File: src/ple_pkg.sv
// ----------------------------------------------------------------------------
// ple_pkg
// Shared types and constants for the positional list engine: word layouts,
// operation and status codes, controller states and control/status bundles.
// ----------------------------------------------------------------------------
package ple_pkg;

  localparam int CAPACITY = 64;
  localparam int AW       = (CAPACITY > 1) ? $clog2(CAPACITY) : 1;
  localparam int CW       = $clog2(CAPACITY + 1);
  localparam int PW       = 7;
  localparam int DW       = 32;
  localparam int WW       = ((PW > CW) ? PW : CW) + 1;

  typedef enum logic [1:0] {
    OP_INSERT = 2'd0,
    OP_DELETE = 2'd1,
    OP_GET    = 2'd2,
    OP_LOCATE = 2'd3
  } op_e;

  typedef enum logic [1:0] {
    ST_OK       = 2'd0,
    ST_RANGE    = 2'd1,
    ST_FULL     = 2'd2,
    ST_NOTFOUND = 2'd3
  } status_e;

  typedef enum logic [2:0] {
    S_IDLE,
    S_CHECK,
    S_SCAN,
    S_DRAIN,
    S_PUT,
    S_RESP
  } state_e;

  typedef struct packed {
    op_e                   operation;
    logic [PW-1:0]         position;
    logic signed [DW-1:0]  value;
  } item_t;

  typedef struct packed {
    status_e               status;
    logic signed [DW-1:0]  element;
    logic [PW-1:0]         found_position;
    logic [PW-1:0]         length;
  } result_t;

  typedef struct packed {
    logic    load;
    logic    set_st;
    status_e st;
    logic    scan_init;
    logic    issue;
    logic    consume;
    logic    put_val;
    logic    cnt_inc;
    logic    cnt_dec;
  } dp_cmd_t;

  typedef struct packed {
    op_e  op;
    logic pos_zero;
    logic pos_gt_cnt;
    logic pos_gt_cnt1;
    logic full;
    logic cnt_zero;
    logic append;
    logic issue_last;
    logic lat_vld;
    logic match;
  } dp_sts_t;

endpackage

File: src/ple_ctrl.sv
// ----------------------------------------------------------------------------
// ple_ctrl
// Sequencer for the positional list engine: checks the word, steps the
// element memory scan and issues the result strobe.
// ----------------------------------------------------------------------------
module ple_ctrl
  import ple_pkg::*;
(
  input  logic    clk_i,
  input  logic    rst_ni,
  input  logic    start,
  output logic    busy,
  output logic    done_o,
  input  dp_sts_t sts_i,
  output dp_cmd_t cmd_o
);

  state_e state_q, state_d;

  always_ff @(posedge clk_i or negedge rst_ni) begin
    if (!rst_ni) begin
      state_q <= S_IDLE;
    end else begin
      state_q <= state_d;
    end
  end

  // next state
  always_comb begin
    state_d = state_q;
    case (state_q)
      S_IDLE: begin
        if (start) begin
          state_d = S_CHECK;
        end
      end
      S_CHECK: begin
        case (sts_i.op)
          OP_INSERT: begin
            if (sts_i.pos_zero || sts_i.pos_gt_cnt1 || sts_i.full) begin
              state_d = S_RESP;
            end else if (sts_i.append) begin
              state_d = S_PUT;
            end else begin
              state_d = S_SCAN;
            end
          end
          OP_DELETE, OP_GET: begin
            if (sts_i.pos_zero || sts_i.pos_gt_cnt) begin
              state_d = S_RESP;
            end else begin
              state_d = S_SCAN;
            end
          end
          default: begin
            if (sts_i.cnt_zero) begin
              state_d = S_RESP;
            end else begin
              state_d = S_SCAN;
            end
          end
        endcase
      end
      S_SCAN: begin
        if (sts_i.op == OP_LOCATE && sts_i.match) begin
          state_d = S_RESP;
        end else if (sts_i.issue_last) begin
          state_d = S_DRAIN;
        end
      end
      S_DRAIN: begin
        if (sts_i.op == OP_INSERT) begin
          state_d = S_PUT;
        end else begin
          state_d = S_RESP;
        end
      end
      S_PUT:   state_d = S_RESP;
      S_RESP:  state_d = S_IDLE;
      default: state_d = S_IDLE;
    endcase
  end

  // outputs
  always_comb begin
    cmd_o  = '0;
    cmd_o.st = ST_OK;
    busy   = (state_q != S_IDLE);
    done_o = (state_q == S_RESP);
    case (state_q)
      S_IDLE: begin
        cmd_o.load = start;
      end
      S_CHECK: begin
        case (sts_i.op)
          OP_INSERT: begin
            if (sts_i.pos_zero || sts_i.pos_gt_cnt1) begin
              cmd_o.set_st = 1'b1;
              cmd_o.st     = ST_RANGE;
            end else if (sts_i.full) begin
              cmd_o.set_st = 1'b1;
              cmd_o.st     = ST_FULL;
            end else begin
              cmd_o.scan_init = !sts_i.append;
            end
          end
          OP_DELETE, OP_GET: begin
            if (sts_i.pos_zero || sts_i.pos_gt_cnt) begin
              cmd_o.set_st = 1'b1;
              cmd_o.st     = ST_RANGE;
            end else begin
              cmd_o.scan_init = 1'b1;
            end
          end
          default: begin
            cmd_o.set_st    = 1'b1;
            cmd_o.st        = ST_NOTFOUND;
            cmd_o.scan_init = !sts_i.cnt_zero;
          end
        endcase
      end
      S_SCAN: begin
        cmd_o.consume = sts_i.lat_vld;
        cmd_o.issue   = !(sts_i.op == OP_LOCATE && sts_i.match);
      end
      S_DRAIN: begin
        cmd_o.consume = sts_i.lat_vld;
        cmd_o.cnt_dec = (sts_i.op == OP_DELETE);
      end
      S_PUT: begin
        cmd_o.put_val = 1'b1;
        cmd_o.cnt_inc = 1'b1;
      end
      default: begin
      end
    endcase
  end

endmodule

File: src/ple_dp.sv
// ----------------------------------------------------------------------------
// ple_dp
// Datapath for the positional list engine: element memory with registered
// read, scan pointer, element count and result registers.
// ----------------------------------------------------------------------------
module ple_dp
  import ple_pkg::*;
(
  input  logic    clk_i,
  input  logic    rst_ni,
  input  item_t   item_i,
  input  dp_cmd_t cmd_i,
  output dp_sts_t sts_o,
  output result_t result_o
);

  logic [DW-1:0] mem_q [CAPACITY];

  op_e                  op_q;
  logic [PW-1:0]        pos_q;
  logic signed [DW-1:0] val_q;
  logic [CW-1:0]        cnt_q;
  logic [CW-1:0]        ptr_q;
  logic                 lat_vld_q;
  logic [AW-1:0]        lat_addr_q;
  logic [DW-1:0]        rdata_q;
  status_e              status_q;
  logic signed [DW-1:0] elem_q;
  logic [PW-1:0]        found_q;

  logic [WW-1:0]        pos_w, cnt_w, cnt_p1;
  logic [CW-1:0]        pos_m1, cnt_m1;
  logic                 wr_en;
  logic [AW-1:0]        wr_addr;
  logic [DW-1:0]        wr_data;
  logic                 match;
  logic                 head_hit;

  assign pos_w    = WW'(pos_q);
  assign cnt_w    = WW'(cnt_q);
  assign cnt_p1   = cnt_w + WW'(1);
  assign pos_m1   = CW'(pos_w - WW'(1));
  assign cnt_m1   = cnt_q - CW'(1);
  assign match    = lat_vld_q && (rdata_q == val_q);
  assign head_hit = (lat_addr_q == pos_m1[AW-1:0]);

  always_comb begin
    sts_o.op          = op_q;
    sts_o.pos_zero    = (pos_q == '0);
    sts_o.pos_gt_cnt  = (pos_w > cnt_w);
    sts_o.pos_gt_cnt1 = (pos_w > cnt_p1);
    sts_o.full        = (cnt_q == CW'(CAPACITY));
    sts_o.cnt_zero    = (cnt_q == '0);
    sts_o.append      = (pos_w == cnt_p1);
    sts_o.lat_vld     = lat_vld_q;
    sts_o.match       = match;
    case (op_q)
      OP_INSERT: sts_o.issue_last = (ptr_q == pos_m1);
      OP_GET:    sts_o.issue_last = 1'b1;
      default:   sts_o.issue_last = (ptr_q == cnt_m1);
    endcase
  end

  // memory write port
  always_comb begin
    wr_en   = 1'b0;
    wr_addr = pos_m1[AW-1:0];
    wr_data = val_q;
    if (cmd_i.put_val) begin
      wr_en = 1'b1;
    end else if (cmd_i.consume) begin
      case (op_q)
        OP_INSERT: begin
          wr_en   = 1'b1;
          wr_addr = lat_addr_q + AW'(1);
          wr_data = rdata_q;
        end
        OP_DELETE: begin
          wr_en   = !head_hit;
          wr_addr = lat_addr_q - AW'(1);
          wr_data = rdata_q;
        end
        default: begin
        end
      endcase
    end
  end

  always_ff @(posedge clk_i) begin
    if (wr_en) begin
      mem_q[wr_addr] <= wr_data;
    end
  end

  always_ff @(posedge clk_i) begin
    if (cmd_i.issue) begin
      rdata_q <= mem_q[ptr_q[AW-1:0]];
    end
  end

  // control state
  always_ff @(posedge clk_i or negedge rst_ni) begin
    if (!rst_ni) begin
      cnt_q     <= '0;
      lat_vld_q <= 1'b0;
    end else begin
      lat_vld_q <= cmd_i.issue;
      if (cmd_i.cnt_inc) begin
        cnt_q <= cnt_q + CW'(1);
      end else if (cmd_i.cnt_dec) begin
        cnt_q <= cnt_m1;
      end
    end
  end

  // word and scan registers
  always_ff @(posedge clk_i) begin
    if (cmd_i.load) begin
      op_q  <= item_i.operation;
      pos_q <= item_i.position;
      val_q <= item_i.value;
    end
    if (cmd_i.scan_init) begin
      case (op_q)
        OP_INSERT: ptr_q <= cnt_m1;
        OP_LOCATE: ptr_q <= '0;
        default:   ptr_q <= pos_m1;
      endcase
    end else if (cmd_i.issue) begin
      if (op_q == OP_INSERT) begin
        ptr_q <= ptr_q - CW'(1);
      end else begin
        ptr_q <= ptr_q + CW'(1);
      end
    end
    if (cmd_i.issue) begin
      lat_addr_q <= ptr_q[AW-1:0];
    end
  end

  // result registers
  always_ff @(posedge clk_i) begin
    if (cmd_i.load) begin
      status_q <= ST_OK;
      elem_q   <= '0;
      found_q  <= '0;
    end else begin
      if (cmd_i.set_st) begin
        status_q <= cmd_i.st;
      end
      if (cmd_i.consume) begin
        case (op_q)
          OP_GET: elem_q <= rdata_q;
          OP_DELETE: begin
            if (head_hit) begin
              elem_q <= rdata_q;
            end
          end
          OP_LOCATE: begin
            if (match) begin
              status_q <= ST_OK;
              found_q  <= PW'(CW'(lat_addr_q) + CW'(1));
            end
          end
          default: begin
          end
        endcase
      end
    end
  end

  always_comb begin
    result_o.status         = status_q;
    result_o.element        = elem_q;
    result_o.found_position = found_q;
    result_o.length         = PW'(cnt_q);
  end

endmodule

File: src/positional_list_engine.sv
// ----------------------------------------------------------------------------
// positional_list_engine
// Ordered list of up to CAPACITY signed 32-bit elements with positional
// insert, delete, get and locate by value. A word is taken when start is
// high and busy is low; busy stays high until the result has been shown.
// Rejected positions and a full store are answered without a scan;
// inserts, deletes and locates walk the element memory one entry per
// cycle, so the time grows with the number of entries moved or searched.
// The result sits on result_o for exactly one cycle with done_o high and
// cannot be held off; it must be captured in that cycle.
// ----------------------------------------------------------------------------
module positional_list_engine
  import ple_pkg::*;
(
  input  logic    clk_i,
  input  logic    rst_ni,
  input  logic    start,
  output logic    busy,
  input  item_t   item_i,
  output logic    done_o,
  output result_t result_o
);

  dp_cmd_t cmd;
  dp_sts_t sts;

  ple_ctrl u_ctrl (
    .clk_i  (clk_i),
    .rst_ni (rst_ni),
    .start  (start),
    .busy   (busy),
    .done_o (done_o),
    .sts_i  (sts),
    .cmd_o  (cmd)
  );

  ple_dp u_dp (
    .clk_i    (clk_i),
    .rst_ni   (rst_ni),
    .item_i   (item_i),
    .cmd_i    (cmd),
    .sts_o    (sts),
    .result_o (result_o)
  );

endmodule
File: config.mk
export PLATFORM = sky130hd
export DESIGN_NAME = positional_list_engine
export DESIGN_NICKNAME = d
export VERILOG_FILES = /design/src/ple_pkg.sv /design/src/ple_ctrl.sv /design/src/ple_dp.sv /design/src/positional_list_engine.sv
export SDC_FILE = /design/constraint.sdc
export NUM_CORES = 2
export LEC_CHECK = 0
export BUFFER_PORTS_ARGS = -buffer_cell sky130_fd_sc_hd__buf_2
export CAP_MARGIN = 0
export CELL_PAD_IN_SITES_DETAIL_PLACEMENT = 2
export CELL_PAD_IN_SITES_GLOBAL_PLACEMENT = 2
export CORE_AREA = 2 2 438 440
export DETAILED_ROUTE_END_ITERATION = 6
export DIE_AREA = 0 0 440 442
export PLACE_DENSITY = 0.74
export SYNTH_ARGS = -nofsm -noshare
export SYNTH_HDL_FRONTEND = slang
export SYNTH_SLANG_ARGS = --single-unit
File: constraint.sdc
create_clock -name clk_i -period 7.05 [get_ports clk_i]
set_clock_uncertainty 0.05 [all_clocks]
set_input_delay 0.705 -clock clk_i [delete_from_list [all_inputs] [get_ports clk_i]]
set_output_delay 0.705 -clock clk_i [all_outputs]
set_load 0.1 [all_outputs]
# Yosys cells after proc, flatten, opt, wreduce, memory -nomap -nowiden
# Memory sizes are Yosys's and may differ from the RTL's. A register that Yosys moved wholly into a read port is not among the register bits.
# Index checks and enable logic that the tools add are counted.
[totals]
ff_bits = 106
ram_bits = 2048
inputBits = 44
output_inout_bits = 50
word_cells = 110
mem_count = 1
[op_classes]
addsub = 9
order_cmp = 2
eq_ne = 17
n_mux = 47
reduce_logical = 23
[mem_list]
columns = ["memory", "words", "word_bits", "read_ports", "rd_clocked_by_memory_dff", "write_ports", "line_no", "text"]
rows = [
  ["u_dp.mem_q", 64, 32, 1, 1, 1, "ple_dp.sv:17", "logic [DW-1:0] mem_q [CAPACITY];"],
]
[ops]
columns = ["cell", "n"]
rows = [
  ["2-to-1 mux 32 bit", 4],
  ["one-hot mux 32 bit (2 select lines)", 1],
  ["2-to-1 mux 7 bit", 5],
  ["equality test 32 bit", 1],
  ["2-to-1 mux 3 bit", 10],
  ["subtractor 7 x 1 -> 7 bit, second input constant", 3],
  ["one-hot mux 3 bit (5 select lines)", 1],
  ["adder 7 x 1 -> 7 bit, second input constant", 2],
  ["equality test 7 bit", 2],
  ["logical NOT 7 bit", 2],
  ["one-hot mux 7 bit (2 select lines)", 1],
  ["2-to-1 mux 1 bit", 12],
  ["2-to-1 mux 6 bit", 2],
  ["one-hot mux 6 bit (2 select lines)", 1],
  ["2-to-1 mux 2 bit", 5],
  ["adder 7 x 1 -> 8 bit, second input constant", 1],
  ["equality test 7 x 8 -> 1 bit", 1],
  ["> comparator 7 x 8 -> 1 bit", 1],
  ["one-hot mux 4 bit (2 select lines)", 1],
  ["adder 6 x 1 -> 7 bit, second input constant", 1],
  ["equality test 7 bit, second input constant", 1],
  ["> comparator 7 bit", 1],
  ["adder 6 x 1 -> 6 bit, second input constant", 1],
  ["equality test 3 x 2 -> 1 bit, second input constant", 2],
  ["22 further kinds", 36],
]

# Longest topological paths before layout
[logic_depth]
depth_word = 11
depth_mapped = 13
mapped_depth_nobuf = 12

# By module
# From an unflattened synthesis, not the netlist that was laid out.
[hier_totals]
cells_unflattened = 3978
hier_area_um2 = 86107.6
[by_module_without_submodules]
columns = ["module", "n_inst", "cells_per_inst", "area_each_um2", "seq_area_each_um2"]
rows = [
  ["ple_dp", 1, 3922, 85665.9, 65102.4],
  ["ple_ctrl", 1, 56, 441.7, 75.1],
]

# Worst setup path before layout
# OpenSTA, ideal clock, no wires.
[synth_path]
path_type = "register -> register"
from = "register u_dp.op_q[0]"
to = "memory u_dp.mem_q[0][14], data pin"
setup_time_ps = 702
t_arrival_ps = 4154
t_required_ps = 6298
path_slack_ps = 2144
path_stages_with_launch = 8
path_buffers = 2
period_less_slack_ps = 4906
cell_sequence = "edfxtp_1 -> inv_1 -> ha_1 -> nor2_1 -> or2_2 -> clkbuf_1 -> clkbuf_1 -> o21ai_0"
[synth_via]
elab_chain_cells = 5
word_cells_on_any_way = 6
classes_between = "1 x eq/ne; 3 x mux; 2 x reduce/logical"
[synth_rtl]
columns = ["element", "line_no", "text"]
rows = [
  ["start, declared", "ple_dp.sv:19", "op_e op_q;"],
  ["start signal, assigned", "ple_dp.sv:119", "op_q <= item_i.operation;"],
  ["equality test 2 x 1 -> 1 bit or logical NOT 2 bit (tied branches)", "ple_dp.sv:72", "case (op_q)"],
  ["OR reduction 2 bit (no line) (*)", "--", ""],
  ["2-to-1 mux 32 bit (*)", "ple_dp.sv:72", ""],
  ["2-to-1 mux 32 bit (*)", "ple_dp.sv:71", "end else if (cmd_i.consume) begin"],
  ["2-to-1 mux 32 bit (*)", "ple_dp.sv:69", "if (cmd_i.put_val) begin"],
  ["via u_dp.wr_data[14]", "ple_dp.sv:35", "logic [DW-1:0] wr_data;"],
  ["end, declared", "ple_dp.sv:17", ""],
]
# Mark *: on every way through the listed nets, which the timed path passes. The rest lies on a longest branch.

# Worst setup path in the final report
[layout_path]
from = "register u_dp.op_q[1]"
to = "memory u_dp.mem_q[16][12] (enable)"
[layout_via]
elab_chain_cells = 6
word_cells_on_any_way = 10
classes_between = "1 x eq/ne; 8 x mux; 1 x reduce/logical"
[layout_rtl]
columns = ["element", "line_no", "text"]
rows = [
  ["equality test 2 x 1 -> 1 bit or logical NOT 2 bit (tied branches)", "ple_dp.sv:72", ""],
  ["one-hot mux 1 bit (2 select lines)", "ple_dp.sv:72", ""],
  ["2-to-1 mux 1 bit", "ple_dp.sv:71", ""],
  ["2-to-1 mux 1 bit", "ple_dp.sv:69", ""],
  ["2-to-1 mux 1 bit", "ple_dp.sv:90", "if (wr_en) begin"],
  ["2-to-1 mux 1 bit (implied by the code)", "ple_dp.sv:91", "mem_q[wr_addr] <= wr_data;"],
]
# Several ways; a longest one is shown, not always the timed one.

==> results <==
- The hold-critical path endpoint is u_dp.val_q[24].
- Entering global routing, the biggest net connects 123 pins.
- After synthesis, the cell types taking the most area are sky130_fd_sc_hd__edfxtp_1 75%, sky130_fd_sc_hd__mux4_2 18%, sky130_fd_sc_hd__dfxtp_1 0.97%, sky130_fd_sc_hd__nand2_1 0.83%, sky130_fd_sc_hd__clkbuf_1 0.51%.
- The post-route setup TNS is 0 ns.
- The most used flip-flop cell after synthesis is sky130_fd_sc_hd__edfxtp_1.
- The floorplan step set the die width to around 440 um.
- The placed instances occupy a cell area of 0.08913 mm2.
- The clock root buffer master is sky130_fd_sc_hd__clkbuf_16.
- The area enclosed by the die boundary is 0.1945 mm2.
- The CTS tree is done.
- After Yosys synthesis, and, or, nand and nor cells account for ~1.9% of the synthesized area.
- The endpoint arrival time on the critical path is 6.43 ns.
- The final core utilization is 51.13%.
- Counting flops with an async set or reset pin after synthesis yields a share of 0.5032%.
- The switching power of the nets is 0.01271 W.
- The biggest area contributor in the post-synthesis netlist is sky130_fd_sc_hd__edfxtp_1.
- The number of buffers on the longest clock path is 3.
- The synthesized netlist occupies a cell area of 0.08498 mm2.
- Traced cell by cell, the critical path runs through inv_1 > ha_1 > ha_1 > a211o_1 > a2111o_1 > o211ai_1 > nand2_1 > o22ai_1 > nand2b_1 > nor2_4 > buf_4.
- The weighted congestion reported at the end of routability-driven placement is 0.8277.
- The first global-routing pass estimated 411.4 mm of wire.
- The gate family responsible for the most delay along the worst path is simple AND/OR/NAND/NOR gates.
- For this design the static power due to leakage is 30.20 nW.
- The register clock-pin slew on the reported worst setup and hold paths is 0.07 ns.
- The launch point of the worst reg-to-reg path is u_dp.op_q[1].
- In the routed design, unresolved DRC markers number 0.
- The first-pass iteration count of the detailed router is 5.
- The power density over the cells is 401.8 mW/mm2.
- The worst setup timing slack at the placement stage is 1.516 ns.
- After synthesis, the netlist uses 60 different library cells.
- For the worst setup path, the data required time is between 7 and 8 ns.
- Internal power comes to 0.02624 W.
- The total count of max-transition violations in the final report is 0.
- In the final layout, the share of cells above drive strength 1 is 30.79%.
- Setup violations remaining at the end of the flow were counted as 0.
- For this run, the slowest stage of the critical path takes 1.32 ns.
- The average cell area after synthesis is around 23 um2.
- The number of enable flip-flop cells after synthesis is 2134.
- The residual overflow from global routing is 0.
- The path type of the worst min-delay path is input port to register.
- Setup repair after global routing left no endpoint under its margin.
- The global-route usage over all layers is 30.97%.
- The number of input and output port buffers inserted is 93.
- Counting I/O delays and the setup requirement, the final critical path takes 5.910 ns.
- During synthesis, Yosys emitted a total of 0 warnings.
- The synthesized-area fraction occupied by ao, oa, aoi and oai cells is less than 1%.
- Fill cells in the final layout number 16040.
- The fmax is 169.2 MHz.
- The first routing iteration left 6160 violations.
- After technology mapping, the gate count stands at 3708.
- The area growth from synthesis to layout is 14.06%.
- The fraction of power spent switching nets is roughly 33%.
- The synthesized net count is 3786.
- The worst register-to-register path ends at u_dp.mem_q[16][12].
- The critical path is of the register to register type.
- The layout net count is 4041.
- In the post-route analysis, the smallest setup slack over all paths is 1.140 ns.
- The largest voltage drop on the vdd net is 277.1 uV.
- The share of total power dissipated in the clock network is 32.1%.
- The finished layout cell area is 0.09693 mm2.
- The combined buffer and inverter count along the critical path is 2.
- Summing the areas of all xor and xnor instances in the mapped netlist gives 0.9188% of the synthesized area.
- After synthesis, flip-flops and latches occupy between 70% and 80% of the total area.
- Pin placement for this block handled 94 I/O pins.
- The later pin in the worst-skew pair is clocked with a latency of 0.90 ns.
- The detailed router placed ~44000 vias in this run.
- The number of failing hold endpoints at the final stage is 0.
- The final clock period utilization by the worst path is between 80% and 90%.
- The relative slew slack is 0.8572%.
- The number of register bits inferred by synthesis is 2186.
- The final antenna-violating net count is 0.
- The proportion of power drawn by flip-flops and latches is slightly above 40%.
- The cell with the most instances on the worst path is sky130_fd_sc_hd__ha_1.
- The flow ran to the end, but the final reports show violations.
- The detail-routed net length per standard cell is 45.01 um.
- The initialized floorplan defines 160 standard-cell rows.
- The cell with the largest stage delay on the worst path is sky130_fd_sc_hd__nor2_4.
- Summed over all layers, the routed wires come to 299.8 mm.
- The number of antenna violations at the first check in global routing is 33.
- The post-synthesis mux area share is 17.93%.
- The initial core utilization is roughly 45%.
- The H-tree generated during clock tree synthesis spans 4 levels.
- The cell depth of the worst min-delay path is 1.
- The transition time at the pin with the least slew margin is 1.484 ns.
- The area share of the leading cell type in the synthesized netlist is between 70% and 80%.
- Across the run, the number of max-cap violations was 1.
- The worst hold path startpoint is item_i[24].
- The maximum fanout along the worst path is 31.
- The TritonCTS sink count is 2186.
- The number of cells on the worst reg-to-reg path is 11.
- TritonCTS created 223 clock buffers.
- The element type at the critical path start is a register.
- After synthesis, the largest family of logic cells by area is multiplexers.
- The setup slack of the most critical reg-to-reg path is 1.14 ns.
- Dividing the detail-routed via count by the number of cells gives 6.570.
- The core region is 0.1896 mm2.
- The die height is 442 um.
- The worst setup path is captured at a register.
- The checks that failed: capacitance limit.
- The half-perimeter wire length after placement is 175.4 mm.
- The share of total power dissipated in combinational logic is 27.4%.
- The adder and majority cell fraction of the synthesized area is less than 1%.
- The number of global-route vias before repair is 46070.
cells in the mapped netlist, types with 8 or more instances:
master                     number
sky130_fd_sc_hd__dfrtp_1       11
sky130_fd_sc_hd__clkbuf_1     116
sky130_fd_sc_hd__buf_1         28
sky130_fd_sc_hd__o21ai_0       55
sky130_fd_sc_hd__ha_1          32
sky130_fd_sc_hd__xnor2_1       42
sky130_fd_sc_hd__mux2i_1        8
sky130_fd_sc_hd__nand2_1      188
sky130_fd_sc_hd__nor4_1         8
sky130_fd_sc_hd__edfxtp_1    2134
sky130_fd_sc_hd__o31ai_1        9
sky130_fd_sc_hd__buf_4         12
sky130_fd_sc_hd__or3_1          9
sky130_fd_sc_hd__nor2_1        80
sky130_fd_sc_hd__nand3_1       25
sky130_fd_sc_hd__mux4_2       672
sky130_fd_sc_hd__nor3_1        12
sky130_fd_sc_hd__a21oi_1       26
sky130_fd_sc_hd__dfxtp_1       41
sky130_fd_sc_hd__inv_1         24
sky130_fd_sc_hd__nor2b_1        8
sky130_fd_sc_hd__buf_2         38
sky130_fd_sc_hd__xor2_1        42
power groups by stage:
stage	sequential, W	combinational (W)	clock [W]
CTS	0.0158	0.0106	0.0125
detailed placement	0.0160	0.0103	0
finish	0.0158	0.0107	0.0125
global route	0.0158	0.0110	0.0130
floorplan	0.0160	0.00607	0
global placement	0.0160	0.00976	0
layout by cell type, fill, tap and decap left out, types with 7 or more instances in the layout:
| cell type | instances |
|---|---|
| sky130_fd_sc_hd__o21ai_0 | 52 |
| sky130_fd_sc_hd__dfxtp_1 | 41 |
| sky130_fd_sc_hd__o31ai_1 | 9 |
| sky130_fd_sc_hd__nor2_4 | 65 |
| sky130_fd_sc_hd__nor4_1 | 8 |
| sky130_fd_sc_hd__buf_12 | 11 |
| sky130_fd_sc_hd__xor2_1 | 42 |
| sky130_fd_sc_hd__nand2_1 | 181 |
| sky130_fd_sc_hd__mux4_2 | 672 |
| sky130_fd_sc_hd__clkinvlp_4 | 7 |
| sky130_fd_sc_hd__buf_2 | 93 |
| sky130_fd_sc_hd__clkinv_2 | 50 |
| sky130_fd_sc_hd__buf_4 | 82 |
| sky130_fd_sc_hd__nand3_1 | 25 |
| sky130_fd_sc_hd__bufinv_16 | 26 |
| sky130_fd_sc_hd__dlygate4sd3_1 | 39 |
| sky130_fd_sc_hd__nor2b_1 | 8 |
| sky130_fd_sc_hd__o211ai_1 | 7 |
| sky130_fd_sc_hd__a21oi_1 | 26 |
| sky130_fd_sc_hd__dfrtp_1 | 11 |
| sky130_fd_sc_hd__nor3_1 | 12 |
| sky130_fd_sc_hd__mux2i_1 | 8 |
| sky130_fd_sc_hd__ha_1 | 32 |
| sky130_fd_sc_hd__or3_1 | 9 |
| sky130_fd_sc_hd__nor2_1 | 15 |
| sky130_fd_sc_hd__clkbuf_8 | 11 |
| sky130_fd_sc_hd__inv_1 | 22 |
| sky130_fd_sc_hd__edfxtp_1 | 2134 |
| sky130_fd_sc_hd__clkinv_1 | 32 |
| sky130_fd_sc_hd__clkbuf_1 | 44 |
| sky130_fd_sc_hd__clkbuf_16 | 226 |
| sky130_fd_sc_hd__xnor2_1 | 42 |
layout make-up:
cell class                      instances  area, um2  share of cell area, %
Inverter                               25      93.84                0.09682
Clock buffer                          281       5972                  6.161
Multi-Input combinational cell       1302      19440                  20.05
Sequential cell                      2186      65180                  67.24
Clock inverter                        128       1404                  1.448
Tap cell                             2511       3142                  3.241
Timing Repair Buffer                  225       1692                  1.745
Antenna cell                            3      7.507               0.007745
cells by family after synthesis:
logic type      count (synthesis)
fa+ha+maj                      34
xor+xnor                       86
buf+inv                       220
mux                           682
simple gates                  364
compound gates                136
flops                        2186
timing repair:
| action | 4_1_cts | 5_1_grt |
|---|---|---|
| buffers inserted | 0 | 0 |
| resized for setup | 0 | 0 |
| hold buffers | 39 | 0 |
| endpoints found under the hold margin | 49 | 0 |
sequential cells by signal (all words and copies together) (netlist names):
signal,flops
u_ctrl.state_q,3
u_dp.cnt_q,7
u_dp.elem_q,32
u_dp.found_q,7
u_dp.lat_addr_q,6
u_dp.lat_vld_q,1
u_dp.mem_q,2048
u_dp.op_q,2
u_dp.pos_q,7
u_dp.ptr_q,7
u_dp.rdata_q,32
u_dp.status_q,2
u_dp.val_q,32
routing by layer:
layer / GRT usage (%) / share of wire (%) / wire length, um
met2: 53.16 / 52 / 154700
met3: 5.294 / 7.0 / 20960
met4: 11.41 / 4.3 / 12780
met1: 39.58 / 37 / 111200
met5: 0 / 0.054 / 163
worst register-to-register path: stages, from the launching register on:
cell and delay (ns):
sky130_fd_sc_hd__edfxtp_1 0.46, sky130_fd_sc_hd__inv_1 0.14, sky130_fd_sc_hd__ha_1 0.60, sky130_fd_sc_hd__ha_1 0.41
sky130_fd_sc_hd__a211o_1 0.40, sky130_fd_sc_hd__a2111o_1 0.39, sky130_fd_sc_hd__o211ai_1 0.20, sky130_fd_sc_hd__nand2_1 0.12
sky130_fd_sc_hd__o22ai_1 0.41, sky130_fd_sc_hd__nand2b_1 0.79, sky130_fd_sc_hd__nor2_4 1.33, sky130_fd_sc_hd__buf_4 0.31
worst max-delay path by stage:
stage                 startpoint                 end  slack [ns]  depth (start not counted)
global placement    u_dp.op_q[1]  u_dp.mem_q[17][12]        1.88                         11
CTS                 u_dp.op_q[1]  u_dp.mem_q[16][12]        1.22                         11
floorplan           u_dp.op_q[0]   u_dp.mem_q[0][14]        2.14                          7
finish              u_dp.op_q[1]  u_dp.mem_q[16][12]        1.14                         11
detailed placement  u_dp.op_q[1]  u_dp.mem_q[16][12]        1.52                         11
global route        u_dp.op_q[1]  u_dp.mem_q[16][12]        0.92                         11
per-stage QoR:
| stage | hold WS [ns] | cells | total power, W |
|---|---|---|---|
| after CTS | 0.0007257 | 6657 | 0.03887 |
| after floorplan | 0.3594 | 3708 | 0.02205 |
| after detailed placement | 0.4133 | 6209 | 0.02633 |
| after global placement | 0.3905 | 6209 | 0.02572 |
| after global routing | 0.02110 | 6659 | 0.03971 |
| final | 0.02674 | 6661 | 0.03895 |
No activity file was read; power rests on OpenSTA's default activity.
